$ cat src/sm64_pkg.sv
// ----------------------------------------------------------------------------
// sm64_pkg: shared types and constants of the SplitMix64 bounded generator
// Holds the mixer constants, input mode codes and the command and status
// bundles between the controller and the datapath.
// ----------------------------------------------------------------------------
package sm64_pkg;

  localparam int unsigned WORD_W = 64;
  localparam int unsigned HALF_W = 32;
  localparam int unsigned MODE_W = 2;
  localparam int unsigned CNT_W  = $clog2(HALF_W);

  localparam logic [WORD_W-1:0] GOLDEN_INC = 64'h9e37_79b9_7f4a_7c15;
  localparam logic [WORD_W-1:0] MIX_MUL_A  = 64'hbf58_476d_1ce4_e5b9;
  localparam logic [WORD_W-1:0] MIX_MUL_B  = 64'h94d0_49bb_1331_11eb;

  localparam int unsigned SHIFT_IN  = 30;
  localparam int unsigned SHIFT_MID = 27;
  localparam int unsigned SHIFT_OUT = 31;

  typedef enum logic [MODE_W-1:0] {
    MODE_RESEED = 2'd0,
    MODE_WORD   = 2'd1,
    MODE_HALF   = 2'd2,
    MODE_RANGE  = 2'd3
  } mode_t;

  // Which 32x32 partial product of the low 64 bits to form
  typedef enum logic [1:0] {
    MUL_LL = 2'd0,
    MUL_LH = 2'd1,
    MUL_HL = 2'd2
  } mul_sel_t;

  typedef enum logic [1:0] {
    ACC_HOLD = 2'd0,
    ACC_LOAD = 2'd1,
    ACC_ADD  = 2'd2
  } acc_op_t;

  typedef enum logic [1:0] {
    OUT_WORD = 2'd0,
    OUT_HALF = 2'd1,
    OUT_REM  = 2'd2,
    OUT_ZERO = 2'd3
  } out_sel_t;

  typedef enum logic {
    DIV_SRC_THR  = 1'b0,
    DIV_SRC_DRAW = 1'b1
  } div_src_t;

  typedef struct packed {
    logic     capture;
    logic     reseed;
    logic     advance;
    logic     pass_b;
    mul_sel_t mul_sel;
    acc_op_t  acc_op;
    logic     xs_en;
    logic     div_load;
    div_src_t div_src;
    logic     div_step;
    logic     out_load;
    out_sel_t out_sel;
  } cmd_t;

  typedef struct packed {
    logic bound_le1;
    logic draw_ge;
  } status_t;

endpackage

$ cat src/sm64_if.sv
// ----------------------------------------------------------------------------
// sm64 channel interfaces
// Request channel (mode, seed, bound) and response channel (value), each
// with valid/ready handshake.
// ----------------------------------------------------------------------------
interface sm64_req_if;
  logic                             valid;
  logic                             ready;
  logic [sm64_pkg::MODE_W-1:0]      mode;
  logic [sm64_pkg::WORD_W-1:0]      seed;
  logic [sm64_pkg::HALF_W-1:0]      bound;

  modport source (output valid, mode, seed, bound, input ready);
  modport sink   (input valid, mode, seed, bound, output ready);
endinterface

interface sm64_rsp_if;
  logic                             valid;
  logic                             ready;
  logic [sm64_pkg::WORD_W-1:0]      value;

  modport source (output valid, value, input ready);
  modport sink   (input valid, value, output ready);
endinterface

$ cat src/splitmix64_bounded_random.sv
// ----------------------------------------------------------------------------
// splitmix64_bounded_random: SplitMix64 generator with bounded draws
// Top level joining the sequencer and the datapath to the request and
// response channels.
// ----------------------------------------------------------------------------
// One request transaction is worked on at a time; a new request is taken as
// soon as the previous one has handed its result to the output register, even
// if that result still waits on the response channel. A reseed returns
// nothing. A 64-bit or 32-bit draw runs one state advance, two mix passes on
// the shared 32x32 multiplier (three partial products of the low 64 bits plus
// accumulate), one xor-shift per pass and a load of the output register. A
// range draw with bound 0 or 1 returns zero without touching the state. Any
// other range draw first runs the restoring divider to get the rejection
// threshold 2^32 mod bound, then makes 32-bit draws (more than half are
// accepted) until one is kept, then runs the divider again for the final
// remainder. The divider, at one remainder bit per cycle, dominates. The
// generator state resets to the golden-ratio increment.
// ----------------------------------------------------------------------------
module splitmix64_bounded_random (
  input  logic        clk,
  input  logic        rst,
  sm64_req_if.sink    req,
  sm64_rsp_if.source  rsp
);
  import sm64_pkg::*;

  cmd_t    cmd;
  status_t status;

  // Sequencer: owns handshake, output valid and the step order
  sm64_ctrl u_ctrl (
    .clk       (clk),
    .rst       (rst),
    .in_valid  (req.valid),
    .in_ready  (req.ready),
    .in_mode   (req.mode),
    .out_valid (rsp.valid),
    .out_ready (rsp.ready),
    .status    (status),
    .cmd       (cmd)
  );

  // Datapath: generator state, mixer, divider and output register
  sm64_datapath u_datapath (
    .clk    (clk),
    .rst    (rst),
    .cmd    (cmd),
    .status (status),
    .seed   (req.seed),
    .bound  (req.bound),
    .value  (rsp.value)
  );

endmodule

$ cat src/sm64_datapath.sv
// ----------------------------------------------------------------------------
// sm64_datapath: generator state, mixer and remainder unit
// Shared 32x32 multiplier builds each 64-bit product from three partial
// products; a restoring divider yields one remainder bit per cycle.
// ----------------------------------------------------------------------------
module sm64_datapath (
  input  logic                        clk,
  input  logic                        rst,
  input  sm64_pkg::cmd_t              cmd,
  output sm64_pkg::status_t           status,
  input  logic [sm64_pkg::WORD_W-1:0] seed,
  input  logic [sm64_pkg::HALF_W-1:0] bound,
  output logic [sm64_pkg::WORD_W-1:0] value
);
  import sm64_pkg::*;

  logic [WORD_W-1:0] gen_state;
  logic [WORD_W-1:0] z;
  logic [WORD_W-1:0] acc;
  logic [WORD_W-1:0] prod;
  logic [WORD_W-1:0] value_r;
  logic [HALF_W-1:0] bound_r;
  logic [HALF_W-1:0] dvd;
  logic [HALF_W-1:0] rem;

  logic [WORD_W-1:0] mix_const;
  logic [HALF_W-1:0] mul_a;
  logic [HALF_W-1:0] mul_b;
  logic [WORD_W-1:0] adv_sum;
  logic [HALF_W:0]   trial;
  logic [HALF_W:0]   diff;
  logic              fits;

  assign mix_const = cmd.pass_b ? MIX_MUL_B : MIX_MUL_A;
  assign adv_sum   = gen_state + GOLDEN_INC;

  always_comb begin
    case (cmd.mul_sel)
      MUL_LL: begin
        mul_a = z[HALF_W-1:0];
        mul_b = mix_const[HALF_W-1:0];
      end
      MUL_LH: begin
        mul_a = z[HALF_W-1:0];
        mul_b = mix_const[WORD_W-1:HALF_W];
      end
      MUL_HL: begin
        mul_a = z[WORD_W-1:HALF_W];
        mul_b = mix_const[HALF_W-1:0];
      end
      default: begin
        mul_a = '0;
        mul_b = '0;
      end
    endcase
  end

  // Restoring step: shift in next dividend bit, subtract when it fits
  assign trial = {rem, dvd[HALF_W-1]};
  assign diff  = trial - {1'b0, bound_r};
  assign fits  = trial >= {1'b0, bound_r};

  assign status.bound_le1 = (bound[HALF_W-1:1] == '0);
  assign status.draw_ge   = (z[WORD_W-1:HALF_W] >= rem);
  assign value            = value_r;

  always_ff @(posedge clk) begin
    if (rst) begin
      gen_state <= GOLDEN_INC;
    end else if (cmd.reseed) begin
      gen_state <= (seed == '0) ? GOLDEN_INC : seed;
    end else if (cmd.advance) begin
      gen_state <= adv_sum;
    end
  end

  always_ff @(posedge clk) begin
    prod <= WORD_W'(mul_a) * WORD_W'(mul_b);

    case (cmd.acc_op)
      ACC_LOAD: acc <= prod;
      ACC_ADD:  acc <= {acc[WORD_W-1:HALF_W] + prod[HALF_W-1:0], acc[HALF_W-1:0]};
      default:  acc <= acc;
    endcase

    if (cmd.advance) begin
      z <= adv_sum ^ (adv_sum >> SHIFT_IN);
    end else if (cmd.xs_en) begin
      z <= cmd.pass_b ? (acc ^ (acc >> SHIFT_OUT)) : (acc ^ (acc >> SHIFT_MID));
    end

    if (cmd.capture) begin
      bound_r <= bound;
    end

    if (cmd.div_load) begin
      dvd <= (cmd.div_src == DIV_SRC_THR) ? (HALF_W'(0) - bound) : z[WORD_W-1:HALF_W];
      rem <= '0;
    end else if (cmd.div_step) begin
      dvd <= {dvd[HALF_W-2:0], 1'b0};
      rem <= fits ? diff[HALF_W-1:0] : trial[HALF_W-1:0];
    end

    if (cmd.out_load) begin
      case (cmd.out_sel)
        OUT_WORD: value_r <= z;
        OUT_HALF: value_r <= {{HALF_W{1'b0}}, z[WORD_W-1:HALF_W]};
        OUT_REM:  value_r <= {{HALF_W{1'b0}}, rem};
        default:  value_r <= '0;
      endcase
    end
  end

endmodule

$ cat src/sm64_ctrl.sv
// ----------------------------------------------------------------------------
// sm64_ctrl: sequencer of the SplitMix64 bounded generator
// Steps the datapath through advance, two multiply passes, rejection check
// and remainder steps; owns the handshake and output valid flag.
// ----------------------------------------------------------------------------
module sm64_ctrl (
  input  logic                        clk,
  input  logic                        rst,
  input  logic                        in_valid,
  output logic                        in_ready,
  input  logic [sm64_pkg::MODE_W-1:0] in_mode,
  output logic                        out_valid,
  input  logic                        out_ready,
  input  sm64_pkg::status_t           status,
  output sm64_pkg::cmd_t              cmd
);
  import sm64_pkg::*;

  typedef enum logic [9:0] {
    S_IDLE = 10'b00_0000_0001,
    S_ADV  = 10'b00_0000_0010,
    S_MUL0 = 10'b00_0000_0100,
    S_MUL1 = 10'b00_0000_1000,
    S_MUL2 = 10'b00_0001_0000,
    S_MUL3 = 10'b00_0010_0000,
    S_SHF  = 10'b00_0100_0000,
    S_CHK  = 10'b00_1000_0000,
    S_DIV  = 10'b01_0000_0000,
    S_OUT  = 10'b10_0000_0000
  } state_t;

  state_t            state, state_next;
  logic [MODE_W-1:0] mode_r, mode_r_next;
  logic              pass_b, pass_b_next;
  logic              zero_r, zero_r_next;
  logic              final_div, final_div_next;
  logic [CNT_W-1:0]  cnt, cnt_next;
  logic              out_valid_r, out_valid_next;

  assign out_valid = out_valid_r;

  always_comb begin
    state_next     = state;
    mode_r_next    = mode_r;
    pass_b_next    = pass_b;
    zero_r_next    = zero_r;
    final_div_next = final_div;
    cnt_next       = cnt;
    in_ready       = 1'b0;
    cmd            = '0;
    cmd.pass_b     = pass_b;
    cmd.mul_sel    = MUL_LL;
    cmd.acc_op     = ACC_HOLD;
    cmd.div_src    = DIV_SRC_THR;
    cmd.out_sel    = OUT_ZERO;

    case (state)
      S_IDLE: begin
        in_ready = 1'b1;
        if (in_valid) begin
          cmd.capture = 1'b1;
          mode_r_next = in_mode;
          zero_r_next = 1'b0;
          case (in_mode)
            MODE_RESEED: cmd.reseed = 1'b1;
            MODE_WORD,
            MODE_HALF:   state_next = S_ADV;
            default: begin
              if (status.bound_le1) begin
                zero_r_next = 1'b1;
                state_next  = S_OUT;
              end else begin
                cmd.div_load   = 1'b1;
                cmd.div_src    = DIV_SRC_THR;
                cnt_next       = '0;
                final_div_next = 1'b0;
                state_next     = S_DIV;
              end
            end
          endcase
        end
      end
      S_ADV: begin
        cmd.advance = 1'b1;
        pass_b_next = 1'b0;
        state_next  = S_MUL0;
      end
      S_MUL0: begin
        cmd.mul_sel = MUL_LL;
        state_next  = S_MUL1;
      end
      S_MUL1: begin
        cmd.mul_sel = MUL_LH;
        cmd.acc_op  = ACC_LOAD;
        state_next  = S_MUL2;
      end
      S_MUL2: begin
        cmd.mul_sel = MUL_HL;
        cmd.acc_op  = ACC_ADD;
        state_next  = S_MUL3;
      end
      S_MUL3: begin
        cmd.acc_op = ACC_ADD;
        state_next = S_SHF;
      end
      S_SHF: begin
        cmd.xs_en = 1'b1;
        if (!pass_b) begin
          pass_b_next = 1'b1;
          state_next  = S_MUL0;
        end else if (mode_r == MODE_RANGE) begin
          state_next = S_CHK;
        end else begin
          state_next = S_OUT;
        end
      end
      S_CHK: begin
        if (status.draw_ge) begin
          cmd.div_load   = 1'b1;
          cmd.div_src    = DIV_SRC_DRAW;
          cnt_next       = '0;
          final_div_next = 1'b1;
          state_next     = S_DIV;
        end else begin
          state_next = S_ADV;
        end
      end
      S_DIV: begin
        cmd.div_step = 1'b1;
        cnt_next     = cnt + 1'b1;
        if (&cnt) begin
          state_next = final_div ? S_OUT : S_ADV;
        end
      end
      S_OUT: begin
        if (!out_valid_r || out_ready) begin
          cmd.out_load = 1'b1;
          state_next   = S_IDLE;
          if (zero_r) begin
            cmd.out_sel = OUT_ZERO;
          end else begin
            case (mode_r)
              MODE_WORD: cmd.out_sel = OUT_WORD;
              MODE_HALF: cmd.out_sel = OUT_HALF;
              default:   cmd.out_sel = OUT_REM;
            endcase
          end
        end
      end
      default: state_next = S_IDLE;
    endcase

    if (cmd.out_load) begin
      out_valid_next = 1'b1;
    end else if (out_ready) begin
      out_valid_next = 1'b0;
    end else begin
      out_valid_next = out_valid_r;
    end
  end

  always_ff @(posedge clk) begin
    if (rst) begin
      state       <= S_IDLE;
      out_valid_r <= 1'b0;
      pass_b      <= 1'b0;
      zero_r      <= 1'b0;
      final_div   <= 1'b0;
      cnt         <= '0;
      mode_r      <= MODE_RESEED;
    end else begin
      state       <= state_next;
      out_valid_r <= out_valid_next;
      pass_b      <= pass_b_next;
      zero_r      <= zero_r_next;
      final_div   <= final_div_next;
      cnt         <= cnt_next;
      mode_r      <= mode_r_next;
    end
  end

endmodule
$ cat src/flat_wrapper.sv
// flat-port wrapper written by rule: the top's interface ports become plain ports
module splitmix64_bounded_random_flat import sm64_pkg::*;
  (clk, rst, req_valid, req_mode, req_seed, req_bound, req_ready, rsp_valid, rsp_value, rsp_ready);
  sm64_req_if req_i ();
  sm64_rsp_if rsp_i ();
  input  logic clk;
  input  logic rst;
  input wire logic [$bits(req_i.valid)-1:0] req_valid;
  input wire logic [$bits(req_i.mode)-1:0] req_mode;
  input wire logic [$bits(req_i.seed)-1:0] req_seed;
  input wire logic [$bits(req_i.bound)-1:0] req_bound;
  output wire logic [$bits(req_i.ready)-1:0] req_ready;
  output wire logic [$bits(rsp_i.valid)-1:0] rsp_valid;
  output wire logic [$bits(rsp_i.value)-1:0] rsp_value;
  input wire logic [$bits(rsp_i.ready)-1:0] rsp_ready;
  assign req_i.valid = req_valid;
  assign req_i.mode = req_mode;
  assign req_i.seed = req_seed;
  assign req_i.bound = req_bound;
  assign req_ready = req_i.ready;
  assign rsp_valid = rsp_i.valid;
  assign rsp_value = rsp_i.value;
  assign rsp_i.ready = rsp_ready;
  splitmix64_bounded_random u_core (.clk(clk), .rst(rst), .req(req_i), .rsp(rsp_i));
endmodule
$ cat config.mk
export PLATFORM = sky130hd
export DESIGN_NAME = splitmix64_bounded_random_flat
export DESIGN_NICKNAME = d
export VERILOG_FILES = /design/src/sm64_pkg.sv /design/src/sm64_if.sv /design/src/splitmix64_bounded_random.sv /design/src/sm64_datapath.sv /design/src/sm64_ctrl.sv /design/src/flat_wrapper.sv
export SDC_FILE = /design/constraint.sdc
export NUM_CORES = 2
export LEC_CHECK = 0
export BUFFER_PORTS_ARGS = -buffer_cell sky130_fd_sc_hd__buf_2
export CORE_MARGIN = 4
export CORE_UTILIZATION = 50
export CTS_BUF_LIST = sky130_fd_sc_hd__clkbuf_8
export CTS_CLUSTER_DIAMETER = 40
export CTS_CLUSTER_SIZE = 10
export DETAILED_ROUTE_END_ITERATION = 16
export PLACE_DENSITY_LB_ADDON = 0.3
export RECOVER_POWER = 50
export SETUP_SLACK_MARGIN = 0.4
export SLEW_MARGIN = 15
export SYNTH_ARGS = -nofsm -noshare
export SYNTH_HDL_FRONTEND = slang
export SYNTH_SLANG_ARGS = --single-unit
$ cat constraint.sdc
create_clock -name clk -period 9.1 [get_ports clk]
set_input_delay 0.455 -clock clk [delete_from_list [all_inputs] [get_ports clk]]
set_output_delay 0.455 -clock clk [all_outputs]
set_load 0.005 [all_outputs]
==> run_results.csv <==
group,metric,value,unit
outcome,status,"finished, violations left",
outcome,violations,"max-capacitance violations, max-slew violations, negative setup slack",
logic_synthesis,syn_avg_cell_area,9.61,um2
drt,dr_total_vias,44600,
final_layout,finalInstanceArea,0.0644,mm2
logic_synthesis,synthAdderAreaFrac,40.5,%
floorplanning,start_util,50.3,%
logic_synthesis,synth_mux_area_share,2.75,%
drt,drt_iter0_markers,4620,
placement,place_area,0.0610,mm2
drt,route.met2.wl,89.5,mm
logic_synthesis,ys_seq_elements,437,
drt,ant_nets,0,
global_route,grt_pass1_wl,293,mm
floorplanning,rows,120,
drt,drt_pass1_iterations,6,
logic_synthesis,synth_edf_count,256,
sta,rsz0062_at_grt,"yes",
logic_synthesis,synth_cells,5608,
drt,wl_met1,80.3,mm
global_route,grt_antenna_before_repair,8,
worst_setup_path,arrival,9.80,ns
floorplanning,fp.dieW,336,um
worst_setup_path,cpMaxStageDelayCell,"fa_1",
sta,hold_viol,0,
global_route,grt.overflow.total,0,
drt,route.final.wire_length,201,mm
logic_synthesis,synth_area,0.0539,mm2
clocking,clk_latency,0.70,ns
logic_synthesis,synth_cell_types,96,
final_layout,drive_gt1_share,20.0,%
logic_synthesis,synthesis.nets,6969,
clocking,numCtsBuffers,54,
logic_synthesis,synthXorXnorAreaFrac,4.83,%
logic_synthesis,ys_async_sr_fraction,0,%
worst_setup_path,crit_required,9.65,ns
hold_path,hold_path.class,"in -> reg",
worst_setup_path,max_stage_delay,0.60,ns
final_layout,finalNonFillerCells,7826,
sta,min_period_over_period,102,%
sta,maxSlewViolCount,360,
final_layout,final_nets,7736,
floorplanning,coreArea,0.107,mm2
sta,fin_skew,0.0738,ns
sta,fmax,0.108,GHz
floorplanning,die_h,336,um
placement,hpwl,169,mm
clocking,cts_tree,"built",
sta,fin_ws,-0.144,ns
worst_setup_path,crit_path_end_kind,"register",
logic_synthesis,synth_top_family_by_area,"adder cells",
run,drv_cap,5,
sta,setup_viol,12,
placement,place_inst,7632,
global_route,grt_pass1_vias,45800,
sta,tightestPinTransition,6.18,ns
clocking,htree_levels,2,
placement,io_buffers,167,
drt,wl_met3,17.7,mm
drt,route.detailed.drc,0,
worst_setup_path,cp_max_fo,8,
drt,routed.top_layer,"met5",
logic_synthesis,yosysWarningCount,0,
clocking,path_clk_slew,0.09,ns
global_route,grt_max_degree,175,
floorplanning,ios,168,
global_route,grt.total_usage,35.4,%
clocking,clockRootBuffer,"clkbuf_8",
logic_synthesis,ys_seq_area_share,21.0,%
worst_setup_path,critical_path_class,"reg -> reg",
final_layout,syn2layout_area_growth,19.5,%
logic_synthesis,synth-compound-area-share,10.4,%
clocking,clkSinkCount,437,
drt,vias_per_cell,5.69,
logic_synthesis,synth-main-ff-cell,"edfxtp_1",
placement,routabilityCongestion,1.03,
clocking,cts_buffer_depth,3,
sta,relSlewSlack,-312,%
sta,period_needed,9.24,ns
worst_setup_path,start_kind,"register",
logic_synthesis,yosys.area_share.simple,11.4,%
floorplanning,die-area,0.113,mm2
drt,drt-wirelength-per-cell,25.6,um
==> layout make-up <==
class / instances / area (um2)
fillers: 9292 / 42700
multi-input cells: 3883 / 39300
clock inverters: 44 / 289
repair buffers: 908 / 6780
clock buffers: 57 / 785
inverters: 1091 / 4120
well taps: 1403 / 1760
flip-flops and latches: 437 / 11300
diodes: 3 / 7.51
==> synth_stat cells (all sizes together) (26+ instances only) <==
cell type | n | area (um2)
a211oi | 34 | 260
a21o | 108 | 811
a21oi | 217 | 1110
a221o | 26 | 260
and2 | 77 | 482
and3 | 48 | 300
clkbuf | 173 | 649
dfxtp | 181 | 3620
edfxtp | 256 | 7690
fa | 810 | 16200
ha | 449 | 5620
inv | 1087 | 4080
mux2i | 123 | 1230
nand2 | 409 | 1540
nand2b | 46 | 288
nand3 | 59 | 295
nand4 | 41 | 257
nor2 | 367 | 1380
nor2b | 60 | 375
nor3 | 75 | 375
nor4 | 37 | 231
o21ai | 268 | 1360
o22ai | 45 | 282
or2 | 31 | 194
xnor2 | 206 | 1800
xor2 | 85 | 752
==> flip-flops by register name, indices dropped and copies added, names as in the netlist, 2 cells and up <==
signal	flops
u_core.u_ctrl.cnt	5
u_core.u_ctrl.mode_r	2
u_core.u_ctrl.state	10
u_core.u_datapath.acc	64
u_core.u_datapath.bound_r	32
u_core.u_datapath.dvd	32
u_core.u_datapath.gen_state	64
u_core.u_datapath.prod	64
u_core.u_datapath.rem	32
u_core.u_datapath.value	64
u_core.u_datapath.z	64
==> metal layers <==
metal | vias to the layer above | global-route usage [%]
met2 | 2051 | 54.8
li1 | 19700 | -
met5 | - | 0
met3 | 469 | 5.72
met1 | 22300 | 48.3
met4 | 4 | 18.4
==> final timing paths <==
path	from	endpoint	slack, ns	depth (start not counted)
setup / recovery	u_core.u_ctrl.state[9]$_SDFFE_PP0P_	u_core.u_datapath.prod[58]$_DFF_P_	-0.14	39
hold / removal	req_seed[1]	u_core.u_datapath.gen_state[1]$_SDFFE_PP0P_	0.05	3
setup reg to reg	u_core.u_ctrl.state[9]$_SDFFE_PP0P_	u_core.u_datapath.prod[58]$_DFF_P_	-0.14	39
hold reg to reg	u_core.u_ctrl.cnt[3]$_SDFFE_PP0P_	u_core.u_ctrl.cnt[3]$_SDFFE_PP0P_	0.49	1
==> per-stage QoR <==
step / utilization [%] / setup TNS, ns / worst slack [ns] / hold WS, ns
after global routing: 60.1 / -5.64 / -0.330 / 0.0461
after CTS: 59.5 / 0 / 0.0611 / 0.00237
after detailed placement: 56.9 / -2.78 / -0.342 / 0.447
after global placement: 56.9 / -2.22 / -0.339 / 0.447
after floorplan: - / 0 / 0.402 / 0.424
final: 60.1 / -1.05 / -0.144 / 0.0458
==> critical path: cells and delay by family (launching register included) <==
| kind | cells | cell delay (ns) |
|---|---|---|
| flip-flops | 1 | 0.34 |
| XOR/XNOR | 1 | 0.14 |
| AO/OA/AOI/OAI | 8 | 1.27 |
| buffers and inverters | 13 | 1.44 |
| adder cells (fa/ha/maj) | 9 | 4.21 |
| AND/OR/NAND/NOR | 8 | 1.65 |
==> cell usage in the layout, fill, tap and decap left out, types with 111 or more instances in the layout <==
cell type	count
inv_1	1072
fa_1	754
buf_4	656
ha_1	420
nand2_1	380
nor2_1	329
edfxtp_1	256
o21ai_0	228
xnor2_1	196
a21oi_1	186
dfxtp_1	178
mux2i_1	111
==> repair_timing <==
item                                    4_1_cts  5_1_grt
gates resized for setup                     288      149
endpoints found under the setup margin       45       44
gates cloned                                  2        0
buffers inserted                             70       14
hold buffers                                  4        0
hold endpoints to repair                      4        0
pin swaps                                   140       95
==> logic make-up after synthesis <==
kind of cell             count (synthesis)
AND/OR/NAND/NOR                       1308
buffers and inverters                 1288
adder cells (fa/ha/maj)               1259
AO/OA/AOI/OAI                          877
flip-flops                             437
XOR/XNOR                               293
multiplexers                           145
other                                    1
Power is not shown: default switching activity piles up to over one toggle a cycle in this logic, so the estimate is an artifact.
